==> config.mk <==
export PLATFORM = sky130hd
export DESIGN_NAME = power_meter_frame_decoder
export DESIGN_NICKNAME = d
export VERILOG_FILES = /design/src/hdl/pmfd_pkg.sv /design/src/hdl/pmfd_front.sv /design/src/hdl/pmfd_queue.sv /design/src/hdl/pmfd_back.sv /design/src/hdl/power_meter_frame_decoder.sv
export SDC_FILE = /design/constraint.sdc
export NUM_CORES = 2
export LEC_CHECK = 0
export ABC_AREA = 0
export BUFFER_PORTS_ARGS = -buffer_cell sky130_fd_sc_hd__buf_2
export CORE_MARGIN = 2
export CORE_UTILIZATION = 45
export CTS_CLUSTER_DIAMETER = 120
export CTS_CLUSTER_SIZE = 40
export DETAILED_ROUTE_END_ITERATION = 8
export PLACE_DENSITY = 0.65
export SLEW_MARGIN = 20
export SYNTH_ARGS = -nofsm -noshare
export SYNTH_HDL_FRONTEND = slang
export SYNTH_SLANG_ARGS = --single-unit
==> constraint.sdc <==
create_clock -name clock -period 15.2 [get_ports clock]
set_input_delay 1.52 -clock clock [delete_from_list [all_inputs] [get_ports clock]]
set_output_delay 1.52 -clock clock [all_outputs]
set_load 0.1 [all_outputs]
==> src/hdl/pmfd_pkg.sv <==
`default_nettype none

package pmfd_pkg;

   localparam int BYTE_W   = 8;
   localparam int INDEX_W  = 5;
   localparam int WORD_W   = 24;
   localparam int VALUE_W  = 32;
   localparam int PROD_W   = WORD_W + VALUE_W;
   localparam int QTY_COUNT = 3;
   localparam int QTY_W    = 2;
   localparam int CSR_INDEX_W = 2;

   // The six captured words are kept as one shift line of frame bytes.
   localparam int CAPTURE_W  = 2 * QTY_COUNT * WORD_W;

   // Byte positions inside a frame.
   localparam logic [INDEX_W-1:0] SUM_FIRST   = 5'd2;
   localparam logic [INDEX_W-1:0] WORD_FIRST  = 5'd3;
   localparam logic [INDEX_W-1:0] WORD_LAST   = 5'd20;
   localparam logic [INDEX_W-1:0] SUM_LAST    = 5'd22;
   localparam logic [INDEX_W-1:0] CHECK_INDEX = 5'd23;
   localparam logic [INDEX_W-1:0] IDLE_INDEX  = 5'd24;

   // Quantity slots, in output order.
   localparam logic [QTY_W-1:0] QTY_VOLTAGE = 2'd0;
   localparam logic [QTY_W-1:0] QTY_CURRENT = 2'd1;
   localparam logic [QTY_W-1:0] QTY_POWER   = 2'd2;

   // Configuration register indexes.
   localparam logic [CSR_INDEX_W-1:0] CSR_VOLTAGE_COEFF = 2'd0;
   localparam logic [CSR_INDEX_W-1:0] CSR_CURRENT_COEFF = 2'd1;
   localparam logic [CSR_INDEX_W-1:0] CSR_POWER_COEFF   = 2'd2;

   localparam logic [VALUE_W-1:0] COEFF_RESET = 32'h0001_0000;
   localparam logic [VALUE_W-1:0] VALUE_SAT   = 32'hFFFF_FFFF;

   typedef struct packed {
      logic                               status;
      logic [QTY_COUNT-1:0][WORD_W-1:0]   param;
      logic [QTY_COUNT-1:0][WORD_W-1:0]   raw;
   } job_type;

   typedef struct packed {
      logic busy;
   } bk_status_type;

   typedef enum logic [2:0] {
      BK_IDLE,
      BK_MUL,
      BK_CHECK,
      BK_DIV,
      BK_NEXT,
      BK_OUT
   } bk_state_type;

endpackage

`default_nettype wire

==> src/hdl/pmfd_front.sv <==
`default_nettype none

module pmfd_front (
   input  wire logic                            clock,
   input  wire logic                            reset,
   input  wire logic                            req_valid,
   output logic                                 req_stall,
   input  wire logic [pmfd_pkg::BYTE_W-1:0]     req_rx_byte,
   input  wire logic                            req_frame_start,
   input  wire logic                            queue_full,
   output logic                                 push,
   output pmfd_pkg::job_type                    job
);

   logic [pmfd_pkg::INDEX_W-1:0]   byte_index_ff, byte_index_in;
   logic [pmfd_pkg::BYTE_W-1:0]    running_sum_ff, running_sum_in;
   logic [pmfd_pkg::CAPTURE_W-1:0] capture_ff, capture_in;
   logic [pmfd_pkg::INDEX_W-1:0]   idx;
   logic                           accept;

   assign req_stall = queue_full;
   assign accept    = req_valid && !queue_full;

   always_comb begin
      idx            = req_frame_start ? '0 : byte_index_ff;
      byte_index_in  = byte_index_ff;
      running_sum_in = running_sum_ff;
      capture_in     = capture_ff;
      push           = 1'b0;

      if (accept) begin
         if (idx == '0) begin
            running_sum_in = '0;
         end
         if (idx >= pmfd_pkg::SUM_FIRST && idx <= pmfd_pkg::SUM_LAST) begin
            running_sum_in = running_sum_ff + req_rx_byte;
         end
         // Each captured byte enters at the top, so after the last word byte the
         // first one sits lowest and every word reads out low byte first.
         if (idx >= pmfd_pkg::WORD_FIRST && idx <= pmfd_pkg::WORD_LAST) begin
            capture_in = {req_rx_byte, capture_ff[pmfd_pkg::CAPTURE_W-1:pmfd_pkg::BYTE_W]};
         end
         if (idx == pmfd_pkg::CHECK_INDEX) begin
            push = 1'b1;
         end
         byte_index_in = (idx < pmfd_pkg::IDLE_INDEX) ? idx + 5'd1 : pmfd_pkg::IDLE_INDEX;
      end
   end

   always_comb begin
      job.status = (running_sum_ff != req_rx_byte);
      for (int q = 0; q < pmfd_pkg::QTY_COUNT; q++) begin
         job.param[q] = capture_ff[2*q*pmfd_pkg::WORD_W +: pmfd_pkg::WORD_W];
         job.raw[q]   = capture_ff[(2*q+1)*pmfd_pkg::WORD_W +: pmfd_pkg::WORD_W];
      end
   end

   always_ff @(posedge clock) begin
      if (reset) begin
         byte_index_ff  <= '0;
         running_sum_ff <= '0;
      end else begin
         byte_index_ff  <= byte_index_in;
         running_sum_ff <= running_sum_in;
      end
   end

   always_ff @(posedge clock) begin
      capture_ff <= capture_in;
   end

endmodule

`default_nettype wire

==> src/hdl/pmfd_queue.sv <==
`default_nettype none

module pmfd_queue (
   input  wire logic               clock,
   input  wire logic               reset,
   input  wire logic               push,
   input  wire pmfd_pkg::job_type  push_job,
   output logic                    full,
   input  wire logic               pop,
   output pmfd_pkg::job_type       pop_job,
   output logic                    empty
);

   localparam int DEPTH = 2;

   pmfd_pkg::job_type entry_ff [DEPTH];
   logic       wr_ptr_ff, wr_ptr_in;
   logic       rd_ptr_ff, rd_ptr_in;
   logic [1:0] count_ff, count_in;
   logic       do_push;
   logic       do_pop;

   assign full    = (count_ff == 2'(DEPTH));
   assign empty   = (count_ff == '0);
   assign pop_job = entry_ff[rd_ptr_ff];
   assign do_push = push && !full;
   assign do_pop  = pop && !empty;

   always_comb begin
      wr_ptr_in = do_push ? !wr_ptr_ff : wr_ptr_ff;
      rd_ptr_in = do_pop ? !rd_ptr_ff : rd_ptr_ff;
      count_in  = count_ff;
      if (do_push && !do_pop) begin
         count_in = count_ff + 2'd1;
      end else if (do_pop && !do_push) begin
         count_in = count_ff - 2'd1;
      end
   end

   always_ff @(posedge clock) begin
      if (reset) begin
         wr_ptr_ff <= 1'b0;
         rd_ptr_ff <= 1'b0;
         count_ff  <= '0;
      end else begin
         wr_ptr_ff <= wr_ptr_in;
         rd_ptr_ff <= rd_ptr_in;
         count_ff  <= count_in;
      end
   end

   always_ff @(posedge clock) begin
      if (do_push) begin
         entry_ff[wr_ptr_ff] <= push_job;
      end
   end

endmodule

`default_nettype wire

==> src/hdl/pmfd_back.sv <==
`default_nettype none

module pmfd_back (
   input  wire logic                                              clock,
   input  wire logic                                              reset,
   input  wire logic [pmfd_pkg::QTY_COUNT-1:0][pmfd_pkg::VALUE_W-1:0] coeff,
   input  wire pmfd_pkg::job_type                                 queue_job,
   input  wire logic                                              queue_empty,
   output logic                                                   queue_pop,
   output pmfd_pkg::bk_status_type                                status,
   output logic                                                   rsp_valid,
   input  wire logic                                              rsp_stall,
   output logic                                                   rsp_frame_status,
   output logic [pmfd_pkg::VALUE_W-1:0]                           rsp_voltage_value,
   output logic [pmfd_pkg::VALUE_W-1:0]                           rsp_current_value,
   output logic [pmfd_pkg::VALUE_W-1:0]                           rsp_power_value
);

   localparam logic [4:0] DIV_LAST = 5'(pmfd_pkg::VALUE_W - 1);

   pmfd_pkg::bk_state_type state_ff, state_in;
   logic [pmfd_pkg::QTY_W-1:0]   qty_ff, qty_in;
   logic [4:0]                   step_ff, step_in;
   pmfd_pkg::job_type            job_ff, job_in;
   logic [pmfd_pkg::PROD_W-1:0]  prod_ff, prod_in;
   logic [pmfd_pkg::WORD_W-1:0]  rem_ff, rem_in;
   logic [pmfd_pkg::VALUE_W-1:0] quo_ff, quo_in;
   logic [pmfd_pkg::QTY_COUNT-1:0][pmfd_pkg::VALUE_W-1:0] res_ff, res_in;
   logic                         rsp_valid_ff, rsp_valid_in;
   logic                         rsp_status_ff;
   logic [pmfd_pkg::QTY_COUNT-1:0][pmfd_pkg::VALUE_W-1:0] rsp_value_ff;
   logic                         load_out;

   logic [pmfd_pkg::WORD_W-1:0]  param_sel;
   logic [pmfd_pkg::WORD_W-1:0]  raw_sel;
   logic [pmfd_pkg::VALUE_W-1:0] coeff_sel;
   logic [pmfd_pkg::WORD_W:0]    trial;
   logic [pmfd_pkg::WORD_W:0]    diff;
   logic                         fits;

   assign param_sel = job_ff.param[qty_ff];
   assign raw_sel   = job_ff.raw[qty_ff];
   assign coeff_sel = coeff[qty_ff];

   // One restoring division step: bring down the next dividend bit and
   // subtract the divisor where it fits.
   assign trial = {rem_ff, quo_ff[pmfd_pkg::VALUE_W-1]};
   assign diff  = trial - {1'b0, raw_sel};
   assign fits  = (trial >= {1'b0, raw_sel});

   always_comb begin
      state_in  = state_ff;
      qty_in    = qty_ff;
      step_in   = step_ff;
      job_in    = job_ff;
      prod_in   = prod_ff;
      rem_in    = rem_ff;
      quo_in    = quo_ff;
      res_in    = res_ff;
      queue_pop = 1'b0;
      load_out  = 1'b0;

      unique case (state_ff)
         pmfd_pkg::BK_IDLE: begin
            if (!queue_empty) begin
               queue_pop = 1'b1;
               job_in    = queue_job;
               qty_in    = pmfd_pkg::QTY_VOLTAGE;
               if (queue_job.status) begin
                  res_in   = '0;
                  state_in = pmfd_pkg::BK_OUT;
               end else begin
                  state_in = pmfd_pkg::BK_MUL;
               end
            end
         end
         pmfd_pkg::BK_MUL: begin
            prod_in  = pmfd_pkg::PROD_W'(param_sel) * pmfd_pkg::PROD_W'(coeff_sel);
            state_in = pmfd_pkg::BK_CHECK;
         end
         pmfd_pkg::BK_CHECK: begin
            // The quotient exceeds 32 bits exactly when the upper product part
            // is not below the divisor.
            if (raw_sel == '0) begin
               res_in[qty_ff] = '0;
               state_in       = pmfd_pkg::BK_NEXT;
            end else if (prod_ff[pmfd_pkg::PROD_W-1:pmfd_pkg::VALUE_W] >= raw_sel) begin
               res_in[qty_ff] = pmfd_pkg::VALUE_SAT;
               state_in       = pmfd_pkg::BK_NEXT;
            end else begin
               rem_in   = prod_ff[pmfd_pkg::PROD_W-1:pmfd_pkg::VALUE_W];
               quo_in   = prod_ff[pmfd_pkg::VALUE_W-1:0];
               step_in  = '0;
               state_in = pmfd_pkg::BK_DIV;
            end
         end
         pmfd_pkg::BK_DIV: begin
            rem_in  = fits ? diff[pmfd_pkg::WORD_W-1:0] : trial[pmfd_pkg::WORD_W-1:0];
            quo_in  = {quo_ff[pmfd_pkg::VALUE_W-2:0], fits};
            step_in = step_ff + 5'd1;
            if (step_ff == DIV_LAST) begin
               res_in[qty_ff] = quo_in;
               state_in       = pmfd_pkg::BK_NEXT;
            end
         end
         pmfd_pkg::BK_NEXT: begin
            if (qty_ff == pmfd_pkg::QTY_POWER) begin
               state_in = pmfd_pkg::BK_OUT;
            end else begin
               qty_in   = qty_ff + 2'd1;
               state_in = pmfd_pkg::BK_MUL;
            end
         end
         pmfd_pkg::BK_OUT: begin
            if (!rsp_valid_ff || !rsp_stall) begin
               load_out = 1'b1;
               state_in = pmfd_pkg::BK_IDLE;
            end
         end
         default: begin
            state_in = pmfd_pkg::BK_IDLE;
         end
      endcase
   end

   always_comb begin
      rsp_valid_in = rsp_valid_ff;
      if (load_out) begin
         rsp_valid_in = 1'b1;
      end else if (rsp_valid_ff && !rsp_stall) begin
         rsp_valid_in = 1'b0;
      end
   end

   always_ff @(posedge clock) begin
      if (reset) begin
         state_ff     <= pmfd_pkg::BK_IDLE;
         qty_ff       <= '0;
         step_ff      <= '0;
         rsp_valid_ff <= 1'b0;
      end else begin
         state_ff     <= state_in;
         qty_ff       <= qty_in;
         step_ff      <= step_in;
         rsp_valid_ff <= rsp_valid_in;
      end
   end

   always_ff @(posedge clock) begin
      job_ff  <= job_in;
      prod_ff <= prod_in;
      rem_ff  <= rem_in;
      quo_ff  <= quo_in;
      res_ff  <= res_in;
      if (load_out) begin
         rsp_status_ff <= job_ff.status;
         rsp_value_ff  <= res_ff;
      end
   end

   assign status.busy       = (state_ff != pmfd_pkg::BK_IDLE);
   assign rsp_valid         = rsp_valid_ff;
   assign rsp_frame_status  = rsp_status_ff;
   assign rsp_voltage_value = rsp_value_ff[pmfd_pkg::QTY_VOLTAGE];
   assign rsp_current_value = rsp_value_ff[pmfd_pkg::QTY_CURRENT];
   assign rsp_power_value   = rsp_value_ff[pmfd_pkg::QTY_POWER];

endmodule

`default_nettype wire

==> src/hdl/power_meter_frame_decoder.sv <==
// Energy-meter frame decoder.
// The request channel carries one frame byte per transfer with a start flag
// that marks byte 0; a byte is taken every cycle while the job queue has room.
// Bytes 2 to 22 are summed modulo 256 and bytes 3 to 20 are captured as six
// 24-bit words. Byte 23 closes the frame and queues one job; later bytes
// without a start flag are dropped and give nothing.
// The back end pops a job and computes voltage, current and power, each as
// param times coefficient over raw in unsigned 16.16, using one 24x32
// multiplier and a shared one-bit-per-cycle divider. A quantity skips the
// division when raw is zero or the result saturates; a checksum mismatch
// answers with status 1 and zero values.
// The response channel holds its transfer in an output register. While it is
// stalled the back end waits with its next result, the two-entry job queue
// fills, and then the request channel stalls.
// Reset clears the byte count, the sum, the queue and the response valid, and
// sets all three coefficients to 1.0. Coefficients are written on the csr
// port at any cycle and take effect for every later multiply, even mid-frame.
`default_nettype none

module power_meter_frame_decoder (
   input  wire logic                                   clock,
   input  wire logic                                   reset,
   input  wire logic                                   req_valid,
   output logic                                        req_stall,
   input  wire logic [7:0]                             req_rx_byte,
   input  wire logic                                   req_frame_start,
   output logic                                        rsp_valid,
   input  wire logic                                   rsp_stall,
   output logic                                        rsp_frame_status,
   output logic [31:0]                                 rsp_voltage_value,
   output logic [31:0]                                 rsp_current_value,
   output logic [31:0]                                 rsp_power_value,
   input  wire logic                                   csr_wr_en,
   input  wire logic [pmfd_pkg::CSR_INDEX_W-1:0]       csr_index,
   input  wire logic [31:0]                            csr_wr_data
);

   logic [pmfd_pkg::QTY_COUNT-1:0][pmfd_pkg::VALUE_W-1:0] coeff_ff;
   pmfd_pkg::job_type       front_job;
   pmfd_pkg::job_type       queue_job;
   pmfd_pkg::bk_status_type bk_status;
   logic                    front_push;
   logic                    queue_full;
   logic                    queue_empty;
   logic                    queue_pop;

   always_ff @(posedge clock) begin
      if (reset) begin
         coeff_ff <= {pmfd_pkg::QTY_COUNT{pmfd_pkg::COEFF_RESET}};
      end else if (csr_wr_en) begin
         unique case (csr_index)
            pmfd_pkg::CSR_VOLTAGE_COEFF: coeff_ff[pmfd_pkg::QTY_VOLTAGE] <= csr_wr_data;
            pmfd_pkg::CSR_CURRENT_COEFF: coeff_ff[pmfd_pkg::QTY_CURRENT] <= csr_wr_data;
            pmfd_pkg::CSR_POWER_COEFF:   coeff_ff[pmfd_pkg::QTY_POWER]   <= csr_wr_data;
            default: begin
            end
         endcase
      end
   end

   pmfd_front u_front (
      .clock           (clock),
      .reset           (reset),
      .req_valid       (req_valid),
      .req_stall       (req_stall),
      .req_rx_byte     (req_rx_byte),
      .req_frame_start (req_frame_start),
      .queue_full      (queue_full),
      .push            (front_push),
      .job             (front_job)
   );

   pmfd_queue u_queue (
      .clock    (clock),
      .reset    (reset),
      .push     (front_push),
      .push_job (front_job),
      .full     (queue_full),
      .pop      (queue_pop),
      .pop_job  (queue_job),
      .empty    (queue_empty)
   );

   pmfd_back u_back (
      .clock             (clock),
      .reset             (reset),
      .coeff             (coeff_ff),
      .queue_job         (queue_job),
      .queue_empty       (queue_empty),
      .queue_pop         (queue_pop),
      .status            (bk_status),
      .rsp_valid         (rsp_valid),
      .rsp_stall         (rsp_stall),
      .rsp_frame_status  (rsp_frame_status),
      .rsp_voltage_value (rsp_voltage_value),
      .rsp_current_value (rsp_current_value),
      .rsp_power_value   (rsp_power_value)
   );

   a_queue_no_overflow: assert property (@(posedge clock) disable iff (reset)
      front_push |-> !queue_full)
      else $error("frame job pushed into a full queue");

   a_mismatch_zero: assert property (@(posedge clock) disable iff (reset)
      (rsp_valid && rsp_frame_status) |->
         (rsp_voltage_value == '0 && rsp_current_value == '0 && rsp_power_value == '0))
      else $error("checksum mismatch response carries nonzero values");

   a_no_spurious_rsp: assert property (@(posedge clock) disable iff (reset)
      (!bk_status.busy && queue_empty && !rsp_valid) |=> !rsp_valid)
      else $error("response appeared with no job pending");

endmodule

`default_nettype wire
==> metrics.txt <==
worst-path fanout max=47; final hold vios=0; vias in the first global route=41,020; Final Util=0.480; Tmin final=9790 ps; final slew viol count=0; min-delay worst type=reg2reg; die area=143,000 um^2; Post-CTS Repair Setup Buffers=0; pwr/cell area=148 nW/um^2; Syn Nets=6,487; initial antenna violation count=4; post-DP HPWL=116 mm; Lkg Pwr=27.0 nW; Die Span X=378 um; Core Region=139,000 um^2; Setup-failing EPs final=0; Seq cells post-synth=1,009; first-pass GRT wire length=247 mm; NumNets Final=6,480; Placement Cell Area=65,800 um^2; Final Cycle Share=0.644; Clock Skews=45.8 ps; largest net degree at the start of global routing=149; Tightest Pin Transition=1130 ps; final setup TNS=0 ps; DRC viols=0; CP max stage cell=a21oi_2; via count of the routed design=40,340; RSZ-0062 raised after global routing=false; Worst setup EP type=register; Max-Cap Viols=0; Buf+Inv Stages, Crit Path=6; CTS clk-pin slew, worst paths=150 ps; die span in y=378 um; Seq/Total Area, Yosys=0.462; IO Count=147; Root Buffer=clkbuf_16; H-tree levels=1; share of the synthesized area in the top cell type=0.422; fin cells=7,431; 1st-iter DRT viols=3,738; sw power=0.00421 W; Crit path top cell by count=fa_1; Placement Rows=137; Crit Path Category=reg2reg; fmax=0.102 GHz; Routed WL per cell=21.8 um; Starting Density=0.452; Vias/cell=5.43; clk buf depth=3; Routed Antenna Nets=0; GP Congestion=0.939; total track usage=0.227; port bufs=146; top post-synthesis cells by area=edfxtp_1 (42%), fa_1 (21%), ha_1 (4.9%), nand2_1 (4.5%), inv_1 (4.4%); post-synthesis area per instance=11.4 um^2; Sw Ratio=0.427; mapped cell area=62,900 um^2; setup ws final=5410 ps; Synth Instances=5,534; TritonCTS clock tree=built; Area growth syn-to-layout=6.24%; slowest stage delay, CP=740 ps; Pint=0.00565 W; DRT Pass-1 Iters=9; # fillers=12,629; Final Cell Area=66,800 um^2; Max-slew headroom=0.244; yosys synthesis warning count=0; Clock power frac=0.124; Post-CTS Hold Buffers=0; Register Area=29,100 um^2; CTS resizes=0; Critical Path Source Type=register; CP delay by family, top=adder cells; CTS Buf Count=31; area of the multi-input gates=30,200 um^2; Clock Sinks=1,009; Yosys cell types=69; Setup WS pre-CTS=5410 ps; Crit path required time=15,670 ps; share of layout cells above drive strength 1=0.0857; FFs w/ async S/R, synth=0; Sequential Power Share=0.378; Post-synth EDFFs=884; most frequent cell after synthesis=edfxtp_1; GRT overflow=0; Synth top cells by count=edfxtp_1 (884), nand2_1 (755), inv_1 (743); placed cells=7,370; status=finished clean; later-pin clock latency in the skew report=720 ps; leading area contributor after synthesis=edfxtp_1; most used flip-flop cell after synthesis=edfxtp_1; drt total wl=162 mm; worst vdd ir=0.185 mV; Logic pwr share=0.498; CP Data Arrival Time=10,260 ps
-- state kept, by name, summed over array words and instances, names as in the netlist, named ones only --
signal / count
u_queue.entry_ff: 290
u_back.job_ff: 145
u_front.capture_ff: 144
coeff_ff: 96
u_back.res_ff: 96
u_back.prod_ff: 56
u_back.quo_ff: 32
u_back.rsp_current_value: 32
u_back.rsp_power_value: 32
u_back.rsp_voltage_value: 32
u_back.rem_ff: 24
u_front.running_sum_ff: 8
u_back.step_ff: 5
u_front.byte_index_ff: 5
u_back.state_ff: 3
u_back.qty_ff: 2
u_queue.count_ff: 2
u_back.rsp_frame_status: 1
u_back.rsp_valid: 1
u_queue.rd_ptr_ff: 1
u_queue.wr_ptr_ff: 1
-- layout by cell type (no fill, tap or decap), types with 31 or more instances in the layout --
cell,synthesis,routed
nor2_1,640,637
fa_1,660,660
o21ai_0,140,140
xnor2_1,52,52
clkbuf_16,0,31
a21oi_1,373,353
a21o_1,81,81
inv_1,743,742
nand2_1,755,755
ha_1,245,245
dfxtp_1,125,122
buf_2,14,145
edfxtp_1,884,884
buf_4,2,91
mux2_2,145,145
mux2i_1,91,91
-- per-layer routing --
| layer | routed length [um] | track usage | vias to the layer above |
|---|---|---|---|
| li1 | - | - | 18026 |
| met1 | 67200 | 0.305 | 20511 |
| met2 | 77400 | 0.378 | 1446 |
| met3 | 10800 | 0.0320 | 351 |
| met4 | 6680 | 0.0783 | 6 |
| met5 | 39 | 0 | - |
-- path summary, 6_finish.rpt --
| path | from | to | depth (start not counted) | slack [ps] |
|---|---|---|---|---|
| setup / recovery | u_back.qty_ff[0]$_SDFFE_PP0P_ | u_back.prod_ff[55]$_DFFE_PP_ | 27 | 5410 |
| hold / removal | u_back.job_ff[144]$_DFFE_PP_ | u_back.rsp_frame_status$_DFFE_PP_ | 0 | 440 |
| setup reg to reg | u_back.qty_ff[0]$_SDFFE_PP0P_ | u_back.prod_ff[55]$_DFFE_PP_ | 27 | 5410 |
| hold reg to reg | u_back.job_ff[144]$_DFFE_PP_ | u_back.rsp_frame_status$_DFFE_PP_ | 0 | 440 |
-- stage by stage --
step	hold WS (ps)	power [W]
after floorplan	400	0.00708
after global placement	413	0.00862
after detailed placement	412	0.00870
after CTS	447	0.00992
after global routing	460	0.0105
final	442	0.00986
-- power groups by stage --
stage | clock network (W) | logic [W] | registers [W]
finish | 0.00123 | 0.00491 | 0.00373
global route | 0.00134 | 0.00540 | 0.00376
CTS | 0.00126 | 0.00493 | 0.00373
detailed placement | 0 | 0.00490 | 0.00379
global placement | 0 | 0.00483 | 0.00379
floorplan | 0 | 0.00331 | 0.00378
-- cell families (layout without fill, tap and decap cells) --
group | count (synthesis) | in the layout | synth area share
AND/OR/NAND/NOR | 1561 | 1561 | 0.0995
buffers and inverters | 1021 | 1039 | 0.0613
flip-flops | 1009 | 1009 | 0.462
adder cells (fa/ha/maj) | 905 | 905 | 0.259
AO/OA/AOI/OAI | 721 | 721 | 0.0668
multiplexers | 236 | 236 | 0.0404
XOR/XNOR | 81 | 81 | 0.0113
other | 0 | 3 | 0
-- worst register-to-register path: cells and delay by family, from the launching register on --
| kind | cells | cell delay (ps) |
|---|---|---|
| simple gates | 2 | 220 |
| flops | 1 | 680 |
| fa+ha+maj | 8 | 3830 |
| buf+inv | 6 | 1420 |
| compound gates | 9 | 2970 |
| mux | 1 | 380 |
| xor+xnor | 1 | 100 |
-- final cells by class --
cell class / count / share of cell area
Multi-Input combinational cell: 3504 / 0.452
Sequential cell: 1009 / 0.435
Inverter: 744 / 0.0418
Tap cell: 1876 / 0.0351
Timing Repair Buffer: 237 / 0.0214
Clock buffer: 51 / 0.0129
Clock inverter: 7 / 0.00230
Antenna cell: 3 / 0.000112
Power figures use the tool's default switching activity.
